### src/rtl/gb3_pkg.sv
// Shared types and constants for the 3x3 Gaussian blur RGB unit.
`default_nettype none

package gb3_pkg;

    // Fixed field widths.
    localparam int CHAN_BITS       = 8;
    localparam int NUM_CHAN        = 3;
    localparam int PIX_BITS        = NUM_CHAN * CHAN_BITS;
    localparam int WEIGHT_BITS     = 16;
    localparam int WEIGHT_FRAC_BITS = 16;
    localparam int WIDTH_REG_BITS  = 11;
    localparam int HEIGHT_REG_BITS = 13;
    localparam int ROW_BITS        = 13;
    localparam int CFG_INDEX_BITS  = 3;
    localparam int CFG_DATA_BITS   = 16;

    // Geometry limits.
    localparam int KDIM        = 3;
    localparam int TAPS        = KDIM * KDIM;
    localparam int MIN_DIM     = 3;
    localparam int MAX_HEIGHT  = 4096;

    // Register map.
    localparam logic [CFG_INDEX_BITS-1:0] REG_IMAGE_WIDTH   = 3'd0;
    localparam logic [CFG_INDEX_BITS-1:0] REG_IMAGE_HEIGHT  = 3'd1;
    localparam logic [CFG_INDEX_BITS-1:0] REG_WEIGHT_CENTER = 3'd2;
    localparam logic [CFG_INDEX_BITS-1:0] REG_WEIGHT_EDGE   = 3'd3;
    localparam logic [CFG_INDEX_BITS-1:0] REG_WEIGHT_CORNER = 3'd4;

    typedef logic [CHAN_BITS-1:0]   chan_t;
    typedef logic [WEIGHT_BITS-1:0] weight_t;
    typedef logic [PIX_BITS-1:0]    pixel_t;

    // Which neighbors of the output pixel lie inside the image.
    typedef struct packed {
        logic top;
        logic bottom;
        logic left;
        logic right;
    } side_mask_t;

    // Stage load enables handed to every lane.
    typedef struct packed {
        logic load_sum;
        logic load_prod;
        logic load_acc;
    } lane_en_t;

endpackage

`default_nettype wire

### src/rtl/gb3_merge.sv
// Output stage: joins the three lane results and the frame flag into one held beat.
`default_nettype none

module gb3_merge (
    input  wire logic                                  aclk,
    input  wire logic                                  aresetn,
    input  wire logic                                  in_valid,
    input  wire logic                                  in_last,
    input  wire gb3_pkg::chan_t [gb3_pkg::NUM_CHAN-1:0] lane_result,
    output      logic                                  load_ok,
    output      logic                                  m_tvalid,
    input  wire logic                                  m_tready,
    output      logic [gb3_pkg::PIX_BITS-1:0]          m_tdata,
    output      logic                                  m_tlast
);

    logic                          m_valid_reg;
    logic [gb3_pkg::PIX_BITS-1:0]  m_data_reg;
    logic                          m_last_reg;

    assign load_ok = !m_valid_reg || m_tready;

    always_ff @(posedge aclk) begin
        if (!aresetn) begin
            m_valid_reg <= 1'b0;
        end else if (load_ok) begin
            m_valid_reg <= in_valid;
        end
    end

    always_ff @(posedge aclk) begin
        if (load_ok && in_valid) begin
            m_data_reg <= lane_result;
            m_last_reg <= in_last;
        end
    end

    assign m_tvalid = m_valid_reg;
    assign m_tdata  = m_data_reg;
    assign m_tlast  = m_last_reg;

endmodule

`default_nettype wire

### config.mk
export PLATFORM = sky130hd
export DESIGN_NAME = gb3_merge
export DESIGN_NICKNAME = d
export VERILOG_FILES = /design/src/rtl/gb3_pkg.sv /design/src/rtl/gb3_merge.sv
export SDC_FILE = /design/constraint.sdc
export NUM_CORES = 1
export LEC_CHECK = 0
export BUFFER_PORTS_ARGS = -buffer_cell sky130_fd_sc_hd__buf_2
export CORE_MARGIN = 2
export CORE_UTILIZATION = 42
export DETAILED_ROUTE_END_ITERATION = 10
export PLACE_DENSITY = 0.81
export REMOVE_ABC_BUFFERS = 1
export SLEW_MARGIN = 20
export SYNTH_ARGS = -nofsm -noshare
export SYNTH_HDL_FRONTEND = slang
export SYNTH_SLANG_ARGS = --single-unit
### constraint.sdc
create_clock -name aclk -period 2.7 [get_ports aclk]
set_input_delay 0.405 -clock aclk [delete_from_list [all_inputs] [get_ports aclk]]
set_output_delay 0.405 -clock aclk [all_outputs]
set_load 0.05 [all_outputs]
* Word-level counts from Yosys, hierarchy flattened
Cells that the tools add are included.
Word-level totals: flip-flop bits (word level) 26, bits in latches 0, bits in writable memories 0, bits in read-only memories 0, input port bits 29, output and inout bits 27, word-level logic and storage cells 6, memories kept 0
Cells by class: add/subtract/negate cells 0, multipliers 0, div/mod/pow operators 0, $lt $le $gt $ge 0, equality and inequality tests 0, shift-type cells 0, muxes and demuxes 0, bitwise logic cells 0, reductions and logical operators 3
Operator list (count):
- $logic_and A1 B1 Y1 | 1
- $logic_not A1 Y1 | 1
- $logic_or A1 B1 Y1 | 1

* Logic depth before layout (Yosys ltp)
Gate-level depths: netlist of the first run.
word-level depth 3, gate-level depth with buffers 2, gate-level depth less buffers 2

* Least setup slack after synthesis of the first run
Ideal clock, no wire load.
kind register -> register, from register m_valid_reg (netlist: m_tvalid), to register m_data_reg (netlist bit m_tdata[0]) (enable), setup time 0.270 ns, data arrival time 1.180 ns, data required time 2.430 ns, setup slack 1.250 ns, stages on the path, launching flop included 3, buffers on the path 0, period minus slack after synthesis 1.450 ns, cells stage by stage dfxtp_1 nand2b_4 and2_4
Between the ends: word-level cells in the longest chain between the ends 3
Ends and longest elaborated chain:
- start, declared | line gb3_merge.sv:17 | logic m_valid_reg;
- start signal, assigned | line gb3_merge.sv:27 | m_valid_reg <= in_valid;
- $logic_not A1 Y1 | line gb3_merge.sv:21 | assign load_ok = !m_valid_reg || m_tready;
- $logic_or A1 B1 Y1 | line gb3_merge.sv:21
- named net load_ok | line gb3_merge.sv:10 | output logic load_ok,
- $logic_and A1 B1 Y1 | line gb3_merge.sv:32 | if (load_ok && in_valid) begin
- end signal, assigned | line gb3_merge.sv:33 | m_data_reg <= lane_result;
- end, declared | line gb3_merge.sv:18 | logic [gb3_pkg::PIX_BITS-1:0] m_data_reg;
The timed path passes the listed nets, and every way through them passes these cells. A chain may end at the register's enable or synchronous reset.

* Worst setup path in the final report of the first run
from register m_valid_reg (netlist: m_tvalid), to output load_ok
Between the ends: word-level cells in the longest chain between the ends 2
Ends and longest elaborated chain (line):
- $logic_not A1 Y1 | gb3_merge.sv:21
- $logic_or A1 B1 Y1 | gb3_merge.sv:21
- end, declared | gb3_merge.sv:10
Every way passes these cells.

==> results of run 1 <==
[power by group]
part,switching (mW),leakage [nW],internal [mW]
clock,0.0967,0.0210,0.0821
sequential,0.00548,0.250,0.469
combinational,0.105,0.237,0.0324
total,0.207,0.508,0.584
[cells by family (layout without fill, tap and decap cells)]
logic type      count (synthesis)  after routing  synth area share
flops                          26             26             0.954
simple gates                    2              2            0.0279
compound gates                  1              1            0.0139
buf+inv                         1             60           0.00464
[metrics by stage]
stage	setup slack (ns)	hold slack [ns]	std cells	utilization	power, mW
2_1_floorplan	1.25	0.504	30	-	0.580
3_3_place_gp	1.43	0.488	110	0.632	0.620
3_5_place_dp	1.40	0.500	110	0.632	0.623
4_1_cts	1.29	0.258	114	0.652	0.802
5_1_grt	1.26	0.245	114	0.652	0.822
6_report	1.30	0.271	114	0.652	0.791
[critical path, cell delays in order, from the launching register on]
cell and delay, ns:
dfxtp_1 0.35, nand2b_4 0.08, buf_2 0.26
[metal layers]
layer / GRT usage / vias up / routed length [um]
met5: 0 / - / 0
li1: - / 232 / -
met4: 0.0324 / 0 / 0
met1: 0.130 / 226 / 444
met2: 0.235 / 22 / 867
met3: 0.0377 / 0 / 80
[final cells by class]
type / instances / area, um^2 / area share
Clock buffer: 4 / 36.3 / 0.0315
Inverter: 1 / 3.75 / 0.00326
Multi-Input combinational cell: 3 / 33.8 / 0.0293
Sequential cell: 26 / 771 / 0.670
Tap cell: 25 / 31.3 / 0.0272
Timing Repair Buffer: 55 / 275 / 0.239
[placed cells by master (no fill, tap or decap), drive strengths merged]
| cell | n |
|---|---|
| buf | 55 |
| edfxtp | 25 |
| clkbuf | 4 |
| nand2b | 1 |
| inv | 1 |
| a21boi | 1 |
| and2 | 1 |
| dfxtp | 1 |
[flip-flops by register name (all words and copies together) (netlist names)]
signal,cells
m_tlast,1
m_tdata,24
m_tvalid,1
[path summary, 6_finish.rpt]
path	end	slack, ns	from
worst max-delay path	load_ok	1.30	m_tvalid
worst min-delay path	m_tdata[20]	0.27	lane_result[20]
worst max register to register	m_tdata[11]	1.61	m_tvalid
worst min register to register	m_tvalid	0.51	m_tvalid
==> results.json, run 1 <==
{
  "cts-root-buf": "clkbuf_4",
  "core-area_um2": 1760,
  "ys_ff_latch": 26,
  "cellLeakagePower_nw": 0.508,
  "cp-end-kind": "output pin",
  "avgSynthCellArea_um2": 26.9,
  "fillerInstances": 146,
  "cts_tree": "yes",
  "final_nets": 119,
  "post-synth-top-area-fraction": 0.929,
  "synth_edf_count": 25,
  "skew_ns": 0.00278,
  "drt_wl_total_um": 1390,
  "synth_most_common_cell": "edfxtp_1",
  "clockBufferDepth": 2,
  "dieWidth_um": 47.9,
  "syn_to_final_growth_pct": 42.4,
  "worstSkewPairLatency_ns": 0.30,
  "drc": 0,
  "yosys-top-cells-area": "edfxtp_1, dfxtp_1, nand2b_4",
  "cap_violations": 0,
  "drive_gt1_frac": 0.697,
  "numPortBuffers": 55,
  "ctsHoldBuffers": 0,
  "hp-class": "in2reg",
  "path_clk_slew_ns": 0.12,
  "dieArea_um2": 2290,
  "ff2ff_path_depth": 2,
  "grt_pass1_wl_um": 1870,
  "first_pass_iters": 3,
  "min_period_ns": 1.40,
  "start_util": 0.458,
  "hold-path-cell-count": 1,
  "antenna_found_initial": 0,
  "worstMarginPinSlew_ns": 0.310,
  "cts.htree.levels": 1,
  "finalSetupTns_ns": 0,
  "ant_nets": 0,
  "diodes": 0,
  "irDropWorstVdd_mv": 0.364,
  "crit_type": "reg2out",
  "finalMaxSlewViolations": 0,
  "finalWeightedCongestion": 0.694,
  "cts-buffers-inserted": 3,
  "viasPerCell": 4.21,
  "pin_count": 56,
  "fin_area_um2": 1150,
  "drtIter0Drc": 3,
  "grt_max_degree": 26,
  "path_max_fanout": 3,
  "synth_ff_type": "edfxtp_1",
  "vias": 480,
  "p_per_area_nw_per_um2": 687,
  "rsz0062_at_grt": "no",
  "period_share": 0.517,
  "syn_inst": 30,
  "grt_use_total": 0.123,
  "place_area_um2": 1110,
  "fmax_ghz": 0.716,
  "critPathRequiredTime_ns": 2.30,
  "outcome": "complete, no violations",
  "grt_pass1_vias": 418,
  "cts_resized": 0,
  "hold_violations": 0,
  "setup_viol": 0,
  "seq_area_frac_synth": 0.954,
  "cts_sinks": 26,
  "wl_per_cell_um": 12.2,
  "async_reset_ff_frac": 0,
  "syn_area_um2": 808,
  "start_kind": "flip-flop",
  "worstPathArrival_ns": 0.99,
  "yosysTopAreaCell": "edfxtp_1",
  "synth.distinct_cells": 6,
  "rows": 15,
  "slew_headroom": 0.794,
  "die_h_um": 47.9,
  "post-cts-setup-buffers": 0,
  "ys_warn_count": 0,
  "grt.overflow.total": 0
}
Power figures use the tool's default switching activity.
==> inputs of run 2 (changes only) <==
--- a/config.mk
+++ b/config.mk
@@ -5,11 +5,12 @@
 export SDC_FILE = /design/constraint.sdc
 export NUM_CORES = 1
 export LEC_CHECK = 0
+export ABC_AREA = 1
 export BUFFER_PORTS_ARGS = -buffer_cell sky130_fd_sc_hd__buf_2
 export CORE_MARGIN = 2
-export CORE_UTILIZATION = 42
+export CORE_UTILIZATION = 35
 export DETAILED_ROUTE_END_ITERATION = 10
-export PLACE_DENSITY = 0.81
+export PLACE_DENSITY = 0.73
 export REMOVE_ABC_BUFFERS = 1
 export SLEW_MARGIN = 20
 export SYNTH_ARGS = -nofsm -noshare
==> constraint.sdc (replaced) <==
create_clock -name aclk -period 1.23 [get_ports aclk]
set_input_delay 0.1845 -clock aclk [delete_from_list [all_inputs] [get_ports aclk]]
set_output_delay 0.1845 -clock aclk [all_outputs]
set_load 0.05 [all_outputs]
==> run 2 against run 1 <==
Compared with the run above: hold slack worse by 0.22 ns; clock power up 84%; clock skew down 0.0016 ns; sequential share of layout area decreased by 0.76 points; count of clock-buffer cells in the layout unchanged; register-to-register slack worse by 1.4 ns; via count rose by 1.9%; critical endpoint unchanged; largest cell class unchanged; highest routed layer is now met4.
==> results.json, run 2 <==
{
  "synth_most_common_cell": "edfxtp_1",
  "core-area_um2": 2190,
  "min_period_ns": 1.13,
  "syn_to_final_growth_pct": 45.4,
  "worstSkewPairLatency_ns": 0.29,
  "cap_violations": 0,
  "vias": 489,
  "p_per_area_nw_per_um2": 1440,
  "antenna_found_initial": 0,
  "outcome": "complete, no violations",
  "cts_sinks": 26,
  "fillerInstances": 180,
  "cts-root-buf": "clkbuf_4",
  "crit_path_cell_trace": "nand2_2 -> clkbuf_4",
  "worstPathArrival_ns": 0.95,
  "path_clk_slew_ns": 0.11,
  "drtIter0Drc": 2,
  "irDropWorstVdd_mv": 0.611,
  "syn_inst": 32,
  "slew_headroom": 0.829,
  "path_buf_inv": 1,
  "drive_gt1_frac": 0.696,
  "first_pass_iters": 2,
  "yosys-top-cells-area": "edfxtp_1, dfxtp_1, a21oi_2",
  "dp_hpwl_um": 1080,
  "dieWidth_um": 51.9,
  "slowest_stage": "dfxtp_2",
  "grt_pass1_wl_um": 1770,
  "start_util": 0.366,
  "grt_pass1_vias": 437,
  "setup_ws_ns": 0.0979,
  "cellLeakagePower_nw": 0.512,
  "finalWeightedCongestion": 0.629,
  "crit_type": "reg2out",
  "wl_per_cell_um": 11.3,
  "synth_ff_type": "edfxtp_1",
  "avgSynthCellArea_um2": 25.1,
  "rows": 17,
  "cts_tree": "yes",
  "cts-buffers-inserted": 3,
  "path_max_fanout": 3,
  "fmax_ghz": 0.883,
  "ctsHoldBuffers": 0,
  "post-synth-top-area-fraction": 0.936,
  "drc": 0,
  "pin_count": 56,
  "cp-end-kind": "output pin",
  "hold_violations": 0,
  "skew_ns": 0.00114,
  "cts.htree.levels": 1,
  "final_nets": 122,
  "critPathRequiredTime_ns": 1.05,
  "die_h_um": 51.9,
  "numPortBuffers": 55,
  "grt.overflow.total": 0,
  "seq_area_frac_synth": 0.961,
  "largest_reg_flops": 24,
  "ys_ff_latch": 26,
  "dp_slack_ns": 0.212,
  "mostFrequentLayoutCells": "buf_2, edfxtp_1, clkbuf_4",
  "crit_path_max_incr_delay_ns": 0.36,
  "power_mw": 1.68,
  "synthTopCellsByCount": "edfxtp_1, inv_1",
  "synth.distinct_cells": 7,
  "setup_viol": 0,
  "rsz0062_at_grt": "no",
  "start_kind": "flip-flop",
  "syn_area_um2": 802,
  "worstMarginPinSlew_ns": 0.258,
  "yosysTopAreaCell": "edfxtp_1",
  "dieArea_um2": 2690,
  "clockBufferDepth": 2,
  "ys_warn_count": 0,
  "cpLargestDelayFamily": "flip-flops",
  "final_common_cell": "buf_2",
  "grt_use_total": 0.0989,
  "diodes": 0,
  "period_share": 0.920,
  "viasPerCell": 4.08,
  "hp-class": "in2reg",
  "async_reset_ff_frac": 0,
  "synth_edf_count": 25,
  "ant_nets": 0,
  "grt_max_degree": 26,
  "finalMaxSlewViolations": 0,
  "drt_wl_total_um": 1350
}
run 2: worst paths after layout:
path | startpoint | to | slack [ns] | cells after the start
hold reg to reg | m_tvalid | m_tvalid | 0.50 | 2
setup / recovery | m_tvalid | load_ok | 0.1 | 2
hold / removal | lane_result[7] | m_tdata[7] | 0.06 | 1
setup reg to reg | m_tvalid | m_tdata[3] | 0.22 | 2
run 2: final cells by class:
type                       count  area [um^2]  share of cell area
clock buffer                   4         26.3              0.0225
inverter                       3         11.3             0.00966
multi-input combinational      3         23.8              0.0204
sequential                    26          772               0.662
tap                           28         35.0              0.0300
timing repair buffer          56          298               0.255
run 2: routing by layer:
metal  share of wire  GRT usage  wire, um
met3            0.11     0.0374       152
met4           0.013     0.0789        18
met5               0          0         0
met2            0.50      0.171       671
met1            0.38     0.0913       508
run 2: cell families (layout without fill, tap and decap cells):
group,after synthesis,in the layout,synth area share
and+or+nand+nor,1,1,0.00781
AOI/OAI and AO/OA,2,2,0.0172
DFF,26,26,0.961
buffers and inverters,3,63,0.0140
run 2: power breakdown:
group	internal, mW	total (mW)	switching (mW)
sequential	1.03	1.04	0.0118
clock	0.126	0.329	0.203
combinational	0.0766	0.310	0.234
total	1.23	1.68	0.448
run 2: stage by stage:
step / hold slack (ns) / area, um^2 / cells / util / TNS (ns)
2_1_floorplan: 0.283 / 802 / 32 / - / -25.53
3_3_place_gp: 0.362 / 1140 / 116 / 0.519 / 0
3_5_place_dp: 0.363 / 1140 / 116 / 0.519 / 0
4_1_cts: 0.0381 / 1160 / 120 / 0.531 / 0
5_1_grt: 0.0188 / 1170 / 120 / 0.532 / 0
6_report: 0.0556 / 1170 / 120 / 0.532 / 0
run 2: timing repair:
action / 4_1_cts / 5_1_grt
buffers inserted: 0 / 0
setup endpoints to repair: 0 / 2
gates resized for setup: 0 / 2
run 2: worst reg2reg max path, delay by kind of cell (launching register included):
family                 cells  cell delay [ns]
flip-flops                 1             0.36
AO/OA/AOI/OAI              1             0.18
buffers and inverters      1             0.20
