### config.mk
export PLATFORM = sky130hd
export DESIGN_NAME = gb3_lane
export DESIGN_NICKNAME = d
export VERILOG_FILES = /design/src/rtl/gb3_pkg.sv /design/src/rtl/gb3_lane.sv
export SDC_FILE = /design/constraint.sdc
export NUM_CORES = 1
export LEC_CHECK = 0
export BUFFER_PORTS_ARGS = -buffer_cell sky130_fd_sc_hd__buf_2
export CAP_MARGIN = 20
export CORE_ASPECT_RATIO = 1.5
export CORE_UTILIZATION = 32
export CTS_CLUSTER_DIAMETER = 150
export DETAILED_ROUTE_END_ITERATION = 10
export GPL_TIMING_DRIVEN = 0
export PLACE_DENSITY = 0.46
export SYNTH_ARGS = -nofsm -noshare
export SYNTH_HDL_FRONTEND = slang
export SYNTH_SLANG_ARGS = --single-unit
### constraint.sdc
create_clock -name aclk -period 10.5 [get_ports aclk]
set_input_delay 1.575 -clock aclk [delete_from_list [all_inputs] [get_ports aclk]]
set_output_delay 1.575 -clock aclk [all_outputs]
set_load 0.02 [all_outputs]
### src/rtl/gb3_pkg.sv
// Shared types and constants for the 3x3 Gaussian blur RGB unit.
`default_nettype none

package gb3_pkg;

    // Fixed field widths.
    localparam int CHAN_BITS       = 8;
    localparam int NUM_CHAN        = 3;
    localparam int PIX_BITS        = NUM_CHAN * CHAN_BITS;
    localparam int WEIGHT_BITS     = 16;
    localparam int WEIGHT_FRAC_BITS = 16;
    localparam int WIDTH_REG_BITS  = 11;
    localparam int HEIGHT_REG_BITS = 13;
    localparam int ROW_BITS        = 13;
    localparam int CFG_INDEX_BITS  = 3;
    localparam int CFG_DATA_BITS   = 16;

    // Geometry limits.
    localparam int KDIM        = 3;
    localparam int TAPS        = KDIM * KDIM;
    localparam int MIN_DIM     = 3;
    localparam int MAX_HEIGHT  = 4096;

    // Register map.
    localparam logic [CFG_INDEX_BITS-1:0] REG_IMAGE_WIDTH   = 3'd0;
    localparam logic [CFG_INDEX_BITS-1:0] REG_IMAGE_HEIGHT  = 3'd1;
    localparam logic [CFG_INDEX_BITS-1:0] REG_WEIGHT_CENTER = 3'd2;
    localparam logic [CFG_INDEX_BITS-1:0] REG_WEIGHT_EDGE   = 3'd3;
    localparam logic [CFG_INDEX_BITS-1:0] REG_WEIGHT_CORNER = 3'd4;

    typedef logic [CHAN_BITS-1:0]   chan_t;
    typedef logic [WEIGHT_BITS-1:0] weight_t;
    typedef logic [PIX_BITS-1:0]    pixel_t;

    // Which neighbors of the output pixel lie inside the image.
    typedef struct packed {
        logic top;
        logic bottom;
        logic left;
        logic right;
    } side_mask_t;

    // Stage load enables handed to every lane.
    typedef struct packed {
        logic load_sum;
        logic load_prod;
        logic load_acc;
    } lane_en_t;

endpackage

`default_nettype wire

### src/rtl/gb3_lane.sv
// One color channel lane: masked neighbor sums, weight products, total and saturation.
`default_nettype none

module gb3_lane (
    input  wire logic                            aclk,
    input  wire gb3_pkg::lane_en_t               en,
    input  wire gb3_pkg::chan_t [8:0]            win,
    input  wire gb3_pkg::side_mask_t             mask,
    input  wire gb3_pkg::weight_t                weight_center,
    input  wire gb3_pkg::weight_t                weight_edge,
    input  wire gb3_pkg::weight_t                weight_corner,
    output      gb3_pkg::chan_t                  result
);

    localparam int SUM_BITS  = gb3_pkg::CHAN_BITS + 2;
    localparam int PC_BITS   = gb3_pkg::CHAN_BITS + gb3_pkg::WEIGHT_BITS;
    localparam int PS_BITS   = SUM_BITS + gb3_pkg::WEIGHT_BITS;
    localparam int ACC_BITS  = PS_BITS + 2;

    gb3_pkg::chan_t        center_reg;
    logic [SUM_BITS-1:0]   side_sum_next;
    logic [SUM_BITS-1:0]   side_sum_reg;
    logic [SUM_BITS-1:0]   corner_sum_next;
    logic [SUM_BITS-1:0]   corner_sum_reg;
    logic [PC_BITS-1:0]    prod_center_reg;
    logic [PS_BITS-1:0]    prod_side_reg;
    logic [PS_BITS-1:0]    prod_corner_reg;
    logic [ACC_BITS-1:0]   total;
    logic [ACC_BITS-1:0]   scaled;
    gb3_pkg::chan_t        result_next;
    gb3_pkg::chan_t        result_reg;

    // Taps are numbered row by row, top-left first.
    always_comb begin
        side_sum_next   = '0;
        corner_sum_next = '0;
        if (mask.top)                side_sum_next   = side_sum_next + SUM_BITS'(win[1]);
        if (mask.left)               side_sum_next   = side_sum_next + SUM_BITS'(win[3]);
        if (mask.right)              side_sum_next   = side_sum_next + SUM_BITS'(win[5]);
        if (mask.bottom)             side_sum_next   = side_sum_next + SUM_BITS'(win[7]);
        if (mask.top && mask.left)     corner_sum_next = corner_sum_next + SUM_BITS'(win[0]);
        if (mask.top && mask.right)    corner_sum_next = corner_sum_next + SUM_BITS'(win[2]);
        if (mask.bottom && mask.left)  corner_sum_next = corner_sum_next + SUM_BITS'(win[6]);
        if (mask.bottom && mask.right) corner_sum_next = corner_sum_next + SUM_BITS'(win[8]);
    end

    always_ff @(posedge aclk) begin
        if (en.load_sum) begin
            center_reg     <= win[4];
            side_sum_reg   <= side_sum_next;
            corner_sum_reg <= corner_sum_next;
        end
    end

    always_ff @(posedge aclk) begin
        if (en.load_prod) begin
            prod_center_reg <= PC_BITS'(center_reg) * PC_BITS'(weight_center);
            prod_side_reg   <= PS_BITS'(side_sum_reg) * PS_BITS'(weight_edge);
            prod_corner_reg <= PS_BITS'(corner_sum_reg) * PS_BITS'(weight_corner);
        end
    end

    // Truncate the fraction, then clamp at full scale.
    always_comb begin
        total  = ACC_BITS'(prod_center_reg) + ACC_BITS'(prod_side_reg)
               + ACC_BITS'(prod_corner_reg);
        scaled = total >> gb3_pkg::WEIGHT_FRAC_BITS;
        if (|scaled[ACC_BITS-1:gb3_pkg::CHAN_BITS]) begin
            result_next = '1;
        end else begin
            result_next = scaled[gb3_pkg::CHAN_BITS-1:0];
        end
    end

    always_ff @(posedge aclk) begin
        if (en.load_acc) begin
            result_reg <= result_next;
        end
    end

    assign result = result_reg;

endmodule

`default_nettype wire

* Word-level counts from Yosys, hierarchy flattened
Index checks and enable logic that the tools add are counted.
** Word-level totals
- Output and inout port bits :: 8
- Bits in latches :: 0
- Memories :: 0
- Flip-flop bits (word level) :: 112
- Word-level logic and storage cells :: 31
- Memory bits (writable) :: 0
- Memory bits (read-only) :: 0
- Input port bits :: 128
** Cells by class
- Multiplexer cells :: 8
- Magnitude comparators :: 0
- Div/mod/pow operators :: 0
- Shift-type cells :: 0
- Bitwise operators :: 0
- Equality and inequality tests :: 0
- Add/subtract/negate cells :: 8
- Multiply operators :: 3
- Reduce and logical (&&, ||, !) cells :: 5
** Operators by type and width (count)
- adder 10 x 8 -> 10 bit :: 6
- 2-to-1 mux 10 bit :: 6
- multiplier 10 x 16 -> 26 bit :: 2
- adder 27 x 26 -> 28 bit :: 1
- adder 24 x 26 -> 27 bit :: 1
- multiplier 8 x 16 -> 24 bit :: 1
- 2-to-1 mux 8 bit :: 2
- logical AND 1 bit :: 4
- OR reduction 4 bit :: 1

* Depth between registers and ports, before layout
Gate-level depths: netlist of the first run.
- Depth after elaboration :: 8
- Gate-level depth with buffers :: 24
- Gate-level depth less buffers :: 23

* Worst setup path after synthesis of the first run
No wires, ideal clock.
- Path type :: input to register
- Start point :: in weight_corner[7]
- End point :: reg prod_corner_reg[24] (data pin)
- Path buffers :: 1
- Setup time :: 258 ps
- Data required time :: 10242 ps
- Path slack :: 3916 ps
- Cell stages on the path :: 20
- Arrival :: 6326 ps
- Cell sequence :: clkbuf_1 nand2_1 fa_1 inv_1 fa_1 inv_1 fa_1 inv_1 fa_1 inv_1 fa_1 inv_1 ha_1 o21a_1 o21ai_0 o41ai_1 a221oi_1 o31ai_1 a21oi_1 xnor2_1
** Between the ends
- Longest elaborated chain between the ends :: 1
** RTL lines
- from (decl) :: line gb3_lane.sv:11 : input wire gb3_pkg::weight_t weight_corner,
- multiplier 10 x 16 -> 26 bit :: line gb3_lane.sv:59 : prod_corner_reg <= PS_BITS'(corner_sum_reg) * PS_BITS'(weight_corner);
- to (signal assigned) :: line gb3_lane.sv:59
- to (decl) :: line gb3_lane.sv:27 : logic [PS_BITS-1:0] prod_corner_reg;
No other way between the ends.
A chain may end at the register's enable or synchronous reset.

* Worst setup path after layout of the first run
Ends and elaborated chain as after synthesis.

==> results_dict.tcl, run 1 <==
set metrics [dict create \
    worst-path-buf-inv 6 \
    clockBufferDepth 2 \
    cp.required_ps 10640 \
    synthArstFlopShare 0 \
    grt_pass1_wl_um 87500 \
    rsz0062_at_grt "false" \
    cts_sinks 112 \
    final_common_cell "inv_1" \
    slew_headroom 0.336 \
    die_h_um 316 \
    avgSynthCellArea_sq_um 9.55 \
    yosysWarningCount 0 \
    cp_slowest_cell "o41ai_1" \
    synthCells 2210 \
    routed_wl_um 53700 \
    std_cell_rows 114 \
    worst-path-max-fanout 10 \
    grtUsageTotal 0.170 \
    cts_tree "built" \
    cp_top_family "adder cells" \
    grt_overflow 0 \
    hp-start "center_reg[0]$_DFFE_PP_" \
    worst_slew_pin_slew_ps 983 \
    die_area_sq_um 67000 \
    synth_area_sq_um 21100 \
    ctsHoldBuffers 0 \
    synth_area_leaders "fa_1 (32%), edfxtp_1 (16%), ha_1 (14%)" \
    maxSlewViolCount 0 \
    area_growth_pct 9.23 \
    startpoint "weight_corner[7]" \
    antenna_found_initial 8 \
    cts_resized 0 \
    tns_ps 0 \
    fmax_ghz 0.141 \
    wl_per_cell_um 16.8 \
    hold_ws_ps 732 \
    nets 3027 \
    grt_pass1_vias 16800 \
    yosysTopAreaCell "fa_1" \
    slowest_delay_ps 880 \
    io_buffers 104 \
    start_util 0.326 \
    coreArea_sq_um 64800 \
    ios 136 \
    final_cell_mix "inv_1 (364), fa_1 (333), nand2_1 (297)" \
    drc 0 \
    period_share 0.676 \
    yosys.cell_types.count 69 \
    hold_class "reg2reg" \
    grt_max_degree 76 \
    synthFlopType "edfxtp_1" \
    first_pass_iters 4 \
    synth_top_area_frac 0.316 \
    dieWidth_um 212 \
    maxCapViolations 0 \
    clk_pin_slew_worst_paths_ps 80 \
    ys_seq_area_frac 0.159 \
    num_vias 15400 \
    post_cts_buffers 0 \
    fin_crit_ps 7100 \
    clkLatencyLatePin_ps 380 \
    clock_skew_ps 6.63 \
    crit_type "in2reg" \
    fill_cells 6798 \
    cts_buffers 9 \
    start_kind "input pin" \
    worstSetupEndpointType "flop" \
    dp_hpwl_um 45900 \
    rr_startpoint "corner_sum_reg[1]$_DFFE_PP_" \
    syn-num-nets 2911 \
    drt-initial-drc-count 519 \
    synth_edf_count 112 \
    cts-root-buf "clkbuf_16" \
    ant_nets 0 \
    final_layout_size_suffix_gt1_frac 0.0695 \
    finalSetupViolations 0 \
    hold_viol 0 \
    post-route-util 0.356 \
    crit_chain "clkbuf_1 > nand2_1 > fa_1 > inv_1 > fa_1 > inv_1 > fa_1 > inv_1 > fa_1 > inv_1 > fa_1 > inv_1 > ha_1 > o21a_1 > o21ai_0 > o41ai_1 > a221oi_1 > o31ai_1 > a21oi_1 > xnor2_1" \
    gp_congestion 0.853 \
    status "finished clean" \
    via_per_inst 4.80 \
    critPathArrivalTime_ps 7240 \
    ys_ff_latch 112 \
    cts_max_level 3 \
]
==> synthesized netlist by cell type, types with 11 or more instances <==
| library cell | instances |
|---|---|
| xor2_1 | 26 |
| inv_1 | 364 |
| and2_1 | 243 |
| xnor2_1 | 74 |
| nand3_1 | 16 |
| a21o_1 | 35 |
| clkbuf_1 | 67 |
| nor3_1 | 11 |
| nor2_1 | 60 |
| o21a_1 | 20 |
| o211ai_1 | 13 |
| fa_1 | 333 |
| nor2b_1 | 12 |
| ha_1 | 240 |
| edfxtp_1 | 112 |
| mux2_2 | 22 |
| nand2_1 | 297 |
| o21ai_0 | 49 |
| a21oi_1 | 72 |
==> metrics by stage <==
step	cells	instance area (sq um)	setup WS, ps
finish	3203	23000	3400
global route	3203	23000	3180
CTS	3201	23000	3470
detailed placement	3185	22700	3060
global placement	3184	22700	3030
floorplan	2210	21100	3920
==> worst register-to-register path: stages, from the launching register on <==
cell,delay [ps]
edfxtp_1,550
clkbuf_1,420
nand2_1,150
fa_1,560
inv_1,60
fa_1,510
inv_1,60
fa_1,520
inv_1,50
fa_1,470
inv_1,50
fa_1,480
inv_1,40
ha_1,350
o21a_1,140
o21ai_0,110
o41ai_1,880
a221oi_1,250
o31ai_1,320
a21oi_1,120
xnor2_1,130
==> path summary, 6_finish.rpt <==
kind / endpoint / slack, ps / depth (start not counted)
min: prod_center_reg[0]$_DFFE_PP_ / 730 / 1
max reg2reg: prod_corner_reg[24]$_DFFE_PP_ / 4040 / 20
max: prod_corner_reg[24]$_DFFE_PP_ / 3400 / 20
min reg2reg: prod_center_reg[0]$_DFFE_PP_ / 730 / 1
==> kinds of logic (layout without fill, tap and decap cells) <==
family / count (synthesis) / count (layout) / share of synthesized area
xor gates and xnor gates: 100 / 100 / 0.0415
AOI/OAI and AO/OA: 277 / 277 / 0.0876
muxes: 26 / 26 / 0.0137
other: 0 / 2 / 0
and+or+nand+nor: 689 / 689 / 0.162
buffers and inverters: 432 / 553 / 0.0769
adders and majority gates: 574 / 574 / 0.459
DFF: 112 / 112 / 0.159
==> final cells by class <==
class	instances	area [sq um]	share of cell area
multi-input combinational	1666	16100	0.699
sequential	112	3360	0.146
inverter	365	1370	0.0594
tap	870	1090	0.0472
timing repair buffer	105	551	0.0239
buffer	67	251	0.0109
clock buffer	9	225	0.00977
clock inverter	7	77.6	0.00337
antenna	2	5.00	0.000217
==> metal layers <==
metal | wire length, um | vias up | global-route usage | part of all wire
li1 | - | 7305 | - | -
met1 | 19600 | 7749 | 0.177 | 0.37
met2 | 30500 | 248 | 0.336 | 0.57
met3 | 2150 | 73 | 0.0316 | 0.040
met4 | 1420 | 12 | 0.0534 | 0.026
met5 | 64 | - | 0 | 0.0012
Power of run 1 is not shown: default switching activity piles up to over one toggle a cycle in this logic, so the estimate is an artifact.
==> inputs of run 2 (changes only) <==
clock period = 6.75 ns   (was 10.5 ns; I/O delays follow)
==> run 2 against run 1 <==
Critical path depth unchanged. Final area about the same. Clock skew about the same. Die area unchanged. Via count increased by 0.12%.
==> results_dict.tcl, run 2 (synthesized netlist as in run 1, its figures left out) <==
set metrics [dict create \
    fmax_ghz 0.156 \
    cts_buffers 9 \
    tns_ps 0 \
    nets 3027 \
    ios 136 \
    hold_viol 0 \
    grt_overflow 0 \
    drt-initial-drc-count 513 \
    crit_type "in2reg" \
    worstSetupEndpointType "flop" \
    grt_pass1_vias 16800 \
    period_share 0.950 \
    hold_class "reg2reg" \
    maxCapViolations 0 \
    cp.required_ps 6890 \
    final_layout_size_suffix_gt1_frac 0.0699 \
    slew_headroom 0.394 \
    maxSlewViolCount 0 \
    ant_nets 0 \
    clock_skew_ps 6.62 \
    clkLatencyLatePin_ps 380 \
    hold_ws_ps 731 \
    grt_pass1_wl_um 87500 \
    clockBufferDepth 2 \
    routed_wl_um 53800 \
    start_kind "input pin" \
    std_cell_rows 114 \
    status "finished clean" \
    final_common_cell "inv_1" \
    cts-root-buf "clkbuf_16" \
    num_vias 15400 \
    grt_max_degree 76 \
    rsz0062_at_grt "false" \
    critPathArrivalTime_ps 6550 \
    drc 0 \
    worst_slew_pin_slew_ps 909 \
    first_pass_iters 4 \
    wl_per_cell_um 16.8 \
    fin_crit_ps 6420 \
    io_buffers 104 \
    antenna_found_initial 8 \
    ctsHoldBuffers 0 \
    final_cell_mix "inv_1 (364), fa_1 (333), nand2_1 (297)" \
    post-route-util 0.356 \
    cts_tree "built" \
    area_growth_pct 9.26 \
    start_util 0.326 \
    grtUsageTotal 0.170 \
    dieWidth_um 212 \
    clk_pin_slew_worst_paths_ps 80 \
    r2r_slack_ps 370 \
    finalSetupViolations 0 \
    dp_hpwl_um 45900 \
    cts_max_level 3 \
    via_per_inst 4.81 \
    worst-path-max-fanout 10 \
    die_area_sq_um 67000 \
    cts_sinks 112 \
    die_h_um 316 \
    gp_congestion 0.853 \
    coreArea_sq_um 64800 \
]
## run 2: cell count changes in the layout (fill, tap and decap cells not counted)
cell	before	now
o41ai_1	3	2
o41ai_2	2	3
## run 2: per-layer routing
layer	vias to the layer above	track usage	wire [um]
met5	-	0	70
met4	12	0.0534	1410
met3	72	0.0316	2160
met2	250	0.336	30500
met1	7761	0.177	19600
li1	7310	-	-
## run 2: path summary, 6_finish.rpt
kind	start	end	cells after the start
worst max-delay path	weight_edge[8]	prod_side_reg[25]$_DFFE_PP_	20
worst min-delay path	center_reg[0]$_DFFE_PP_	prod_center_reg[0]$_DFFE_PP_	1
worst max register to register	side_sum_reg[2]$_DFFE_PP_	prod_side_reg[25]$_DFFE_PP_	21
worst min register to register	center_reg[0]$_DFFE_PP_	prod_center_reg[0]$_DFFE_PP_	1
## run 2: final cells by class
class | instances | area [sq um]
fillers | 6797 | 41700
clock buffers | 9 | 225
plain buffers | 67 | 251
clock inverters | 7 | 77.6
inverters | 365 | 1370
multi-input cells | 1666 | 16100
flip-flops and latches | 112 | 3360
well taps | 870 | 1090
repair buffers | 105 | 551
diodes | 2 | 5.00
## run 2: through the flow
step                setup slack (ps)  instances  area [sq um]
floorplan                        729       2210         21100
global placement                -155       3184         22700
detailed placement              -125       3185         22700
CTS                              283       3201         23000
global route                    1.73       3203         23100
finish                           334       3203         23100
## run 2: repair_timing
| item | in CTS | in global routing |
|---|---|---|
| buffers inserted | 0 | 0 |
| gates resized for setup | 0 | 1 |
| setup endpoints to repair | 0 | 1 |
| hold endpoints to repair | 0 | 0 |
## run 2: worst max-delay path: stages
cell and delay, ps:
clkbuf_1 420, nand2_1 160, fa_1 550, inv_1 50, fa_1 500, fa_1 460
fa_1 540, inv_1 50, fa_1 490, inv_1 40, ha_1 260, clkbuf_1 200
a21oi_1 310, o211ai_1 140, o211ai_1 320, o2111ai_1 200, a41oi_1 390, o21ai_0 140
a31oi_1 220, xnor2_1 90
Power of run 2 is left out for the same reason.
